## src/design/msd_pkg.sv

```systemverilog
// Shared widths, codes, limits and sequencer states of the mean squared displacement block.
package msd_pkg;

    // Field widths of the input and result transactions.
    localparam int TAG_W   = 12;
    localparam int POS_W   = 24;
    localparam int IMG_W   = 11;
    localparam int LEN_W   = 24;
    localparam int UNW_W   = 36;
    localparam int DIFF_W  = 31;
    localparam int PROD_W  = 2 * DIFF_W;
    localparam int SQ_W    = 61;
    localparam int SUM_W   = 63;
    localparam int CNT_W   = 13;
    localparam int AXES    = 3;

    // Packed stream widths.
    localparam int S_DATA_W = 120;
    localparam int M_DATA_W = 80;

    // Configuration port.
    localparam int CFG_ADDR_W = 2;
    localparam logic [CFG_ADDR_W-1:0] CFG_BOX_LEN_X = 2'd0;
    localparam logic [CFG_ADDR_W-1:0] CFG_BOX_LEN_Y = 2'd1;
    localparam logic [CFG_ADDR_W-1:0] CFG_BOX_LEN_Z = 2'd2;

    // Axis codes used by the sequencer.
    localparam logic [1:0] AXIS_X    = 2'd0;
    localparam logic [1:0] AXIS_Y    = 2'd1;
    localparam logic [1:0] AXIS_Z    = 2'd2;

    // Input mode codes.
    localparam logic MODE_RECORD  = 1'b0;
    localparam logic MODE_MEASURE = 1'b1;

    // Saturation limits.
    localparam logic [DIFF_W-1:0] DIFF_MAX  = 31'h3FFF_FFFF;
    localparam logic [DIFF_W-1:0] DIFF_MIN  = 31'h4000_0000;
    localparam logic [SUM_W-1:0]  SUM_MAX   = 63'h7FFF_FFFF_FFFF_FFFF;
    localparam logic [CNT_W-1:0]  COUNT_MAX = 13'h1FFF;

    // Default depth of the start position store.
    localparam int PARTICLES_DEFAULT = 4096;

    // Sequencer states.
    typedef enum logic [3:0] {
        S_IDLE,
        S_MUL_IMG,
        S_UNWRAP,
        S_DIFF,
        S_MUL_SQ,
        S_ACCUM,
        S_STORE,
        S_COUNT,
        S_DIV,
        S_DONE
    } msd_state_t;

endpackage

```

## src/design/msd_div.sv

```systemverilog
// Bit-serial restoring divider for the group sum over the member count.
module msd_div
    import msd_pkg::*;
(
    input  logic             aclk,
    input  logic             aresetn,
    input  logic             start,
    input  logic [SUM_W-1:0] dividend,
    input  logic [CNT_W-1:0] divisor,
    output logic             done,
    output logic [SUM_W-1:0] quotient
);

    localparam int STEP_W = $clog2(SUM_W);

    logic              busy_reg;
    logic              done_reg;
    logic [STEP_W-1:0] step_reg;
    logic [SUM_W-1:0]  quo_reg;
    logic [CNT_W-1:0]  rem_reg;
    logic [CNT_W-1:0]  dvs_reg;

    logic [CNT_W:0]    trial;
    logic [CNT_W:0]    trial_sub;
    logic              fits;

    // One quotient bit per cycle: shift in the next dividend bit and try a subtract.
    assign trial     = {rem_reg, quo_reg[SUM_W-1]};
    assign trial_sub = trial - {1'b0, dvs_reg};
    assign fits      = (trial >= {1'b0, dvs_reg});

    // Control: busy while stepping, done pulses after the last step.
    always_ff @(posedge aclk) begin
        if (!aresetn) begin
            busy_reg <= 1'b0;
            done_reg <= 1'b0;
        end else begin
            done_reg <= 1'b0;
            if (start) begin
                busy_reg <= 1'b1;
            end else if (busy_reg && (step_reg == STEP_W'(SUM_W - 1))) begin
                busy_reg <= 1'b0;
                done_reg <= 1'b1;
            end
        end
    end

    // Datapath: quotient shifts left as the remainder develops.
    always_ff @(posedge aclk) begin
        if (start) begin
            step_reg <= '0;
            quo_reg  <= dividend;
            rem_reg  <= '0;
            dvs_reg  <= divisor;
        end else if (busy_reg) begin
            step_reg <= step_reg + 1'b1;
            quo_reg  <= {quo_reg[SUM_W-2:0], fits};
            rem_reg  <= fits ? trial_sub[CNT_W-1:0] : trial[CNT_W-1:0];
        end
    end

    assign done     = done_reg;
    assign quotient = quo_reg;

endmodule

```

## config.mk

```make
export PLATFORM = sky130hd
export DESIGN_NAME = msd_div
export DESIGN_NICKNAME = d
export VERILOG_FILES = /design/src/design/msd_pkg.sv /design/src/design/msd_div.sv
export SDC_FILE = /design/constraint.sdc
export NUM_CORES = 1
export LEC_CHECK = 0
export ABC_AREA = 0
export BUFFER_PORTS_ARGS = -buffer_cell sky130_fd_sc_hd__buf_2
export CELL_PAD_IN_SITES_DETAIL_PLACEMENT = 1
export CELL_PAD_IN_SITES_GLOBAL_PLACEMENT = 2
export CORE_ASPECT_RATIO = 0.8
export CORE_MARGIN = 2
export CORE_UTILIZATION = 33
export DETAILED_ROUTE_END_ITERATION = 8
export MAX_ROUTING_LAYER = met4
export PLACE_DENSITY_LB_ADDON = 0.1
export SYNTH_ARGS = -nofsm -noshare
export SYNTH_HDL_FRONTEND = slang
export SYNTH_SLANG_ARGS = --single-unit
```

## constraint.sdc

```tcl
create_clock -name aclk -period 3 [get_ports aclk]
set_clock_uncertainty 0.15 [all_clocks]
set_input_delay 0.3 -clock aclk [delete_from_list [all_inputs] [get_ports aclk]]
set_output_delay 0.3 -clock aclk [all_outputs]
set_load 0.02 [all_outputs]
```

# Word level (Yosys, flattened, before mapping)
# Index checks and enable logic that the tools add are counted.
# op_classes
addsub	2
order_cmp	1
n_eq_ne	1
mux	6
n_bitwise	1
reduce_logical	4
# op_table
cell	count
63-bit two-way mux	2
14-bit by 13-bit >= comparator with 1-bit output	1
13-bit two-way mux	1
13-bit subtractor	1
6-bit by 1-bit adder with 6-bit output, second input constant	1
6-bit == test, second input constant	1
2-bit nonzero test	2
1-bit two-way mux	3
2-bit OR reduction	1
1-bit logical AND	1
1-bit NOT	1
# totals
reg_bits	97
wordCells	21

# Longest topological paths before layout
# depth
ltp_word	4
mapped_depth	11

# Least setup slack after synthesis
# No wires, ideal clock.
# synth_path
path_kind	register -> register
start	register quo_reg[62], in the netlist quotient[62]
end	register rem_reg[5]
setup_time_ns	0.103
t_arrival_ns	2.501
required_time_ns	2.747
setup_slack_ns	0.246
stages_incl_launch_ff	11
n_path_buf	0
synth_period_minus_slack_ns	2.754
path_cell_list	edfxtp_1 -> inv_1 -> ha_1 -> inv_1 -> fa_1 -> a211oi_2 -> o21ai_2 -> a31oi_4 -> a21oi_2 -> o221a_1 -> a2111oi_2
# synth_via
elab_chain_cells	2
# synth_rtl
item	line_no	rtl
start: declaration	msd_div.sv:19	logic [SUM_W-1:0] quo_reg;
start signal: assignment	msd_div.sv:52	quo_reg <= dividend;
start signal: assignment	msd_div.sv:57	quo_reg <= {quo_reg[SUM_W-2:0], fits};
13-bit subtractor or 14-bit by 13-bit >= comparator with 1-bit output (tied branches)	msd_div.sv:29, msd_div.sv:30	
13-bit two-way mux (*)	msd_div.sv:58	rem_reg <= fits ? trial_sub[CNT_W-1:0] : trial[CNT_W-1:0];
end signal: assignment	msd_div.sv:58	
end: declaration	msd_div.sv:20	logic [CNT_W-1:0] rem_reg;
# Mark *: on every way between the ends. The rest lies on a longest branch, timed or not.
# A chain may end at the register's enable or synchronous reset.

# Worst setup path after layout
# Ends and elaborated chain as after synthesis.

==> flow_summary.html <==
<table>
<tr><th>Metric</th><th>Value</th></tr>
<tr><th colspan="2">Critical path</th></tr>
<tr><td>Category of cells accounting for the largest share of critical-path delay</td><td>compound AO/OA/AOI/OAI gates</td></tr>
<tr><td>Category of the most critical setup path</td><td>flop to flop</td></tr>
<tr><td>Req. time, crit path</td><td>3.09 ns</td></tr>
<tr><td>Largest incremental delay on the critical path</td><td>0.39 ns</td></tr>
<tr><td>Max FO, Critical Path</td><td>9</td></tr>
<tr><td>Arrival time at the worst endpoint</td><td>2.79 ns</td></tr>
<tr><td>Critical path, cell by cell</td><td>inv_1 &gt; ha_1 &gt; inv_1 &gt; fa_2 &gt; a211oi_2 &gt; o21ai_2 &gt; a31oi_4 &gt; a21oi_4 &gt; o221a_1 &gt; a2111oi_2</td></tr>
<tr><td>Worst path slowest cell</td><td>sky130_fd_sc_hd__edfxtp_1</td></tr>
<tr><td>Launching element type of the critical path</td><td>flop</td></tr>
<tr><td>Worst Setup End Kind</td><td>flop</td></tr>
<tr><td>Most common cell on crit path</td><td>sky130_fd_sc_hd__inv_1</td></tr>
<tr><td>Buf/Inv on CP</td><td>2</td></tr>
<tr><th colspan="2">Logic synthesis</th></tr>
<tr><td>Basic-gate share of the synthesized area counting and, or, nand and nor cells</td><td>0.0646</td></tr>
<tr><td>Syn avg cell area</td><td>13.3 um^2</td></tr>
<tr><td>Nets in the synthesized netlist</td><td>441</td></tr>
<tr><td>Synthesized-area fraction occupied by ao, oa, aoi and oai cells</td><td>0.0985</td></tr>
<tr><td>Biggest area consumer among synthesized cells</td><td>sky130_fd_sc_hd__edfxtp_1</td></tr>
<tr><td>Fraction of post-synthesis cell area in the top cell type by area</td><td>0.495</td></tr>
<tr><td>Synthesized instance count</td><td>346</td></tr>
<tr><td>Xor and xnor area share after synthesis</td><td>0.0247</td></tr>
<tr><td>Total number of yosys warnings</td><td>0</td></tr>
<tr><td>Post-synthesis share of cell area spent on full adders, half adders and majority gates</td><td>0.0451</td></tr>
<tr><td>Mapped Area</td><td>0.00461 mm^2</td></tr>
<tr><td>Fraction of the yosys area taken by sequential cells</td><td>0.586</td></tr>
<tr><td>#FFs+latches synth</td><td>97</td></tr>
<tr><td>Main area contributors after synthesis</td><td>sky130_fd_sc_hd__edfxtp_1, sky130_fd_sc_hd__mux2_2, sky130_fd_sc_hd__dfxtp_1, sky130_fd_sc_hd__ha_1, sky130_fd_sc_hd__a21oi_1</td></tr>
<tr><td>Dominant register cell in the synthesized netlist</td><td>sky130_fd_sc_hd__edfxtp_1</td></tr>
<tr><td>Share of flip-flops with an asynchronous set or reset after synthesis</td><td>0</td></tr>
<tr><td>Mux contribution to synthesized area</td><td>0.154</td></tr>
<tr><td>Main combinational cell family by area after synthesis</td><td>multiplexers</td></tr>
<tr><td>Post-synth EDFFs</td><td>76</td></tr>
<tr><td>Number of unique standard cell types used by synthesis</td><td>45</td></tr>
<tr><th colspan="2">Die</th></tr>
<tr><td>Full die area</td><td>0.0149 mm^2</td></tr>
<tr><td>Y dimension of the die</td><td>110 um</td></tr>
<tr><td>Rows</td><td>38</td></tr>
<tr><td>Area inside the core boundary</td><td>0.0136 mm^2</td></tr>
<tr><td>Horizontal die dimension</td><td>136 um</td></tr>
<tr><td>I/O pins</td><td>143</td></tr>
<tr><td>Starting density of the core</td><td>0.339</td></tr>
<tr><th colspan="2">STA</th></tr>
<tr><td>Fraction of the cycle the final worst path needs</td><td>0.900</td></tr>
<tr><td>Relative slew slack</td><td>0.572</td></tr>
<tr><td>Final setup viols</td><td>0</td></tr>
<tr><td>Final Max Slew Viols</td><td>0</td></tr>
<tr><td>Shortest period the worst path allows</td><td>2.70 ns</td></tr>
<tr><td>Tightest Pin Transition</td><td>0.636 ns</td></tr>
<tr><td>Count of final hold-check violations</td><td>0</td></tr>
<tr><td>Least setup slack across all paths after layout</td><td>0.300 ns</td></tr>
<tr><td>Achievable Freq</td><td>370 MHz</td></tr>
<tr><td>Setup repair after global routing missed its margin</td><td>false</td></tr>
<tr><td>Setup TNS</td><td>0 ns</td></tr>
<tr><th colspan="2">Global route</th></tr>
<tr><td>Global-route wire length before repair</td><td>17,800 um</td></tr>
<tr><td>Global-route congestion overflow total</td><td>0</td></tr>
<tr><td>Total GRT Usage</td><td>0.161</td></tr>
<tr><td>Antenna violations before repair</td><td>0</td></tr>
<tr><td>Via count of the first global-routing pass</td><td>3,405</td></tr>
<tr><td>Largest net degree at the start of global routing</td><td>76</td></tr>
<tr><th colspan="2">Clocking</th></tr>
<tr><td>Clock input transition at the sequential cells of the worst setup and hold paths</td><td>0.07 ns</td></tr>
<tr><td># clock sinks</td><td>97</td></tr>
<tr><td>Setup repair bufs after CTS</td><td>0</td></tr>
<tr><td>CTS tree</td><td>yes</td></tr>
<tr><td>CTS H-Tree Depth</td><td>3</td></tr>
<tr><td>Clock insertion delay at the later pin of the skew report</td><td>0.35 ns</td></tr>
<tr><td>CTS root buf</td><td>sky130_fd_sc_hd__clkbuf_16</td></tr>
<tr><td>Cts bufs inserted</td><td>9</td></tr>
<tr><td>Number of buffers between clock root and the deepest sink</td><td>2</td></tr>
<tr><th colspan="2">Placed design</th></tr>
<tr><td>Worst slack, placed</td><td>0.182 ns</td></tr>
<tr><td># port buffers</td><td>142</td></tr>
<tr><td>Post-detailed-placement half-perimeter wirelength</td><td>8350 um</td></tr>
<tr><td>Routability congestion estimate</td><td>0.784</td></tr>
<tr><th colspan="2">Routing</th></tr>
<tr><td>Vias after detailed routing</td><td>3,346</td></tr>
<tr><td>Number of vias per cell after detailed routing</td><td>4.87</td></tr>
<tr><td>Total DRC errors in the routed layout</td><td>0</td></tr>
<tr><td>1st-iter DRT viols</td><td>138</td></tr>
<tr><td>Drt total wl</td><td>11,500 um</td></tr>
<tr><td>Antenna-violating nets left</td><td>0</td></tr>
<tr><td>Wirelength per Cell</td><td>16.8 um</td></tr>
<tr><td>DR pass1 iterations</td><td>4</td></tr>
<tr><th colspan="2">Pwr</th></tr>
<tr><td>Static leakage power</td><td>2.45 nW</td></tr>
<tr><td>Combinational share of power</td><td>0.185</td></tr>
<tr><td>Proportion of total power due to net switching</td><td>0.270</td></tr>
<tr><td>Fraction of power consumed by the clock network</td><td>0.334</td></tr>
<tr><td>Net switching power of the design</td><td>0.934 mW</td></tr>
<tr><td>Power density cells</td><td>577 mW/mm^2</td></tr>
<tr><td>Internal power contribution</td><td>2.52 mW</td></tr>
<tr><td>Power Total</td><td>3.45 mW</td></tr>
<tr><td>Relative contribution of sequential cells to total power</td><td>0.481</td></tr>
<tr><td>Peak ir drop on the vdd network</td><td>0.314 mV</td></tr>
<tr><th colspan="2">Finish</th></tr>
<tr><td>Layout Area Growth over Synthesis</td><td>29.8%</td></tr>
<tr><td>Top library cells by usage in the layout, fill and taps aside</td><td>sky130_fd_sc_hd__buf_2, sky130_fd_sc_hd__edfxtp_1, sky130_fd_sc_hd__mux2_2</td></tr>
<tr><td>Fill cell instance count of the final layout</td><td>1,478</td></tr>
<tr><td>Fraction of layout instances using a drive strength above 1</td><td>0.460</td></tr>
<tr><td>Max reg flops</td><td>63</td></tr>
<tr><td>Number of antenna diodes</td><td>0</td></tr>
<tr><td>Number of nets in the finished design</td><td>597</td></tr>
<tr><td>Most common library cell in the layout ignoring fill and taps</td><td>sky130_fd_sc_hd__buf_2</td></tr>
<tr><th colspan="2">Hold path</th></tr>
<tr><td>Hold/Removal Path Class</td><td>primary input to flop</td></tr>
<tr><th colspan="2">Outcome</th></tr>
<tr><td>Status</td><td>finished clean</td></tr>
<tr><th colspan="2">Job</th></tr>
<tr><td>Max cap viols</td><td>0</td></tr>
</table>
worst paths after layout:
| path | depth (start not counted) | to | startpoint | slack, ns |
|---|---|---|---|---|
| setup / recovery | 10 | rem_reg[5] | quotient[62] | 0.30 |
| hold / removal | 2 | busy_reg | aresetn | 0.02 |
| setup reg to reg | 10 | rem_reg[5] | quotient[62] | 0.30 |
| hold reg to reg | 2 | done | step_reg[5] | 0.35 |
what timing repair did:
| item | 4_1_cts | 5_1_grt |
|---|---|---|
| setup endpoints to repair | 0 | 4 |
| endpoints found under the hold margin | 13 | 0 |
| resized for setup | 0 | 3 |
| hold buffers | 13 | 0 |
Yosys cell counts (all sizes together) (7+ instances only):
cell type  instances
edfxtp            76
mux2              62
dfxtp             21
nor2              18
inv               17
a21oi             16
ha                15
clkbuf            13
nand2             12
nand3             11
o21ai             11
nor3               7
xor2               7
logic make-up (layout without fill, tap and decap cells):
group,Yosys count,count (layout)
AO/OA/AOI/OAI,62,62
XOR/XNOR,13,13
adder cells (fa/ha/maj),16,16
buffers and inverters,32,193
flip-flops,97,97
multiplexers,63,63
AND/OR/NAND/NOR,63,63
layer usage:
layer  GRT usage  routed length, um  vias up  part of all wire
li1            -                  -     1623                 -
met1       0.219               5490     1618              0.48
met2       0.240               5310       96              0.46
met3      0.0401                623        9             0.054
met4      0.0454                111        0            0.0096
met5           -                  0        -                 0
power by group through the flow:
stage | Combinational, mW | Clock (mW) | Sequential (mW)
3_3_place_gp | 0.628 | 0 | 1.69
2_1_floorplan | 0.295 | 0 | 1.80
6_report | 0.641 | 1.15 | 1.66
5_1_grt | 0.704 | 1.24 | 1.68
4_1_cts | 0.649 | 1.19 | 1.66
3_5_place_dp | 0.632 | 0 | 1.69
area by class of cell:
type | count | area [um^2] | area share
sequential | 97 | 2700 | 0.452
clock inverter | 5 | 55.1 | 0.00920
multi-input combinational | 217 | 1800 | 0.301
timing repair buffer | 160 | 906 | 0.151
tap | 180 | 225 | 0.0376
clock buffer | 11 | 233 | 0.0389
inverter | 17 | 63.8 | 0.0107
stage by stage:
stage	std cells	hold WS, ns	util	area (um^2)
after detailed placement	658	0.329	0.408	5550
after global placement	658	0.327	0.408	5550
after CTS	687	0.00707	0.439	5970
after floorplan	346	0.249	-	4610
final	687	0.0244	0.440	5980
after global routing	687	0.0122	0.440	5980
(Power assumes the default switching activity.)
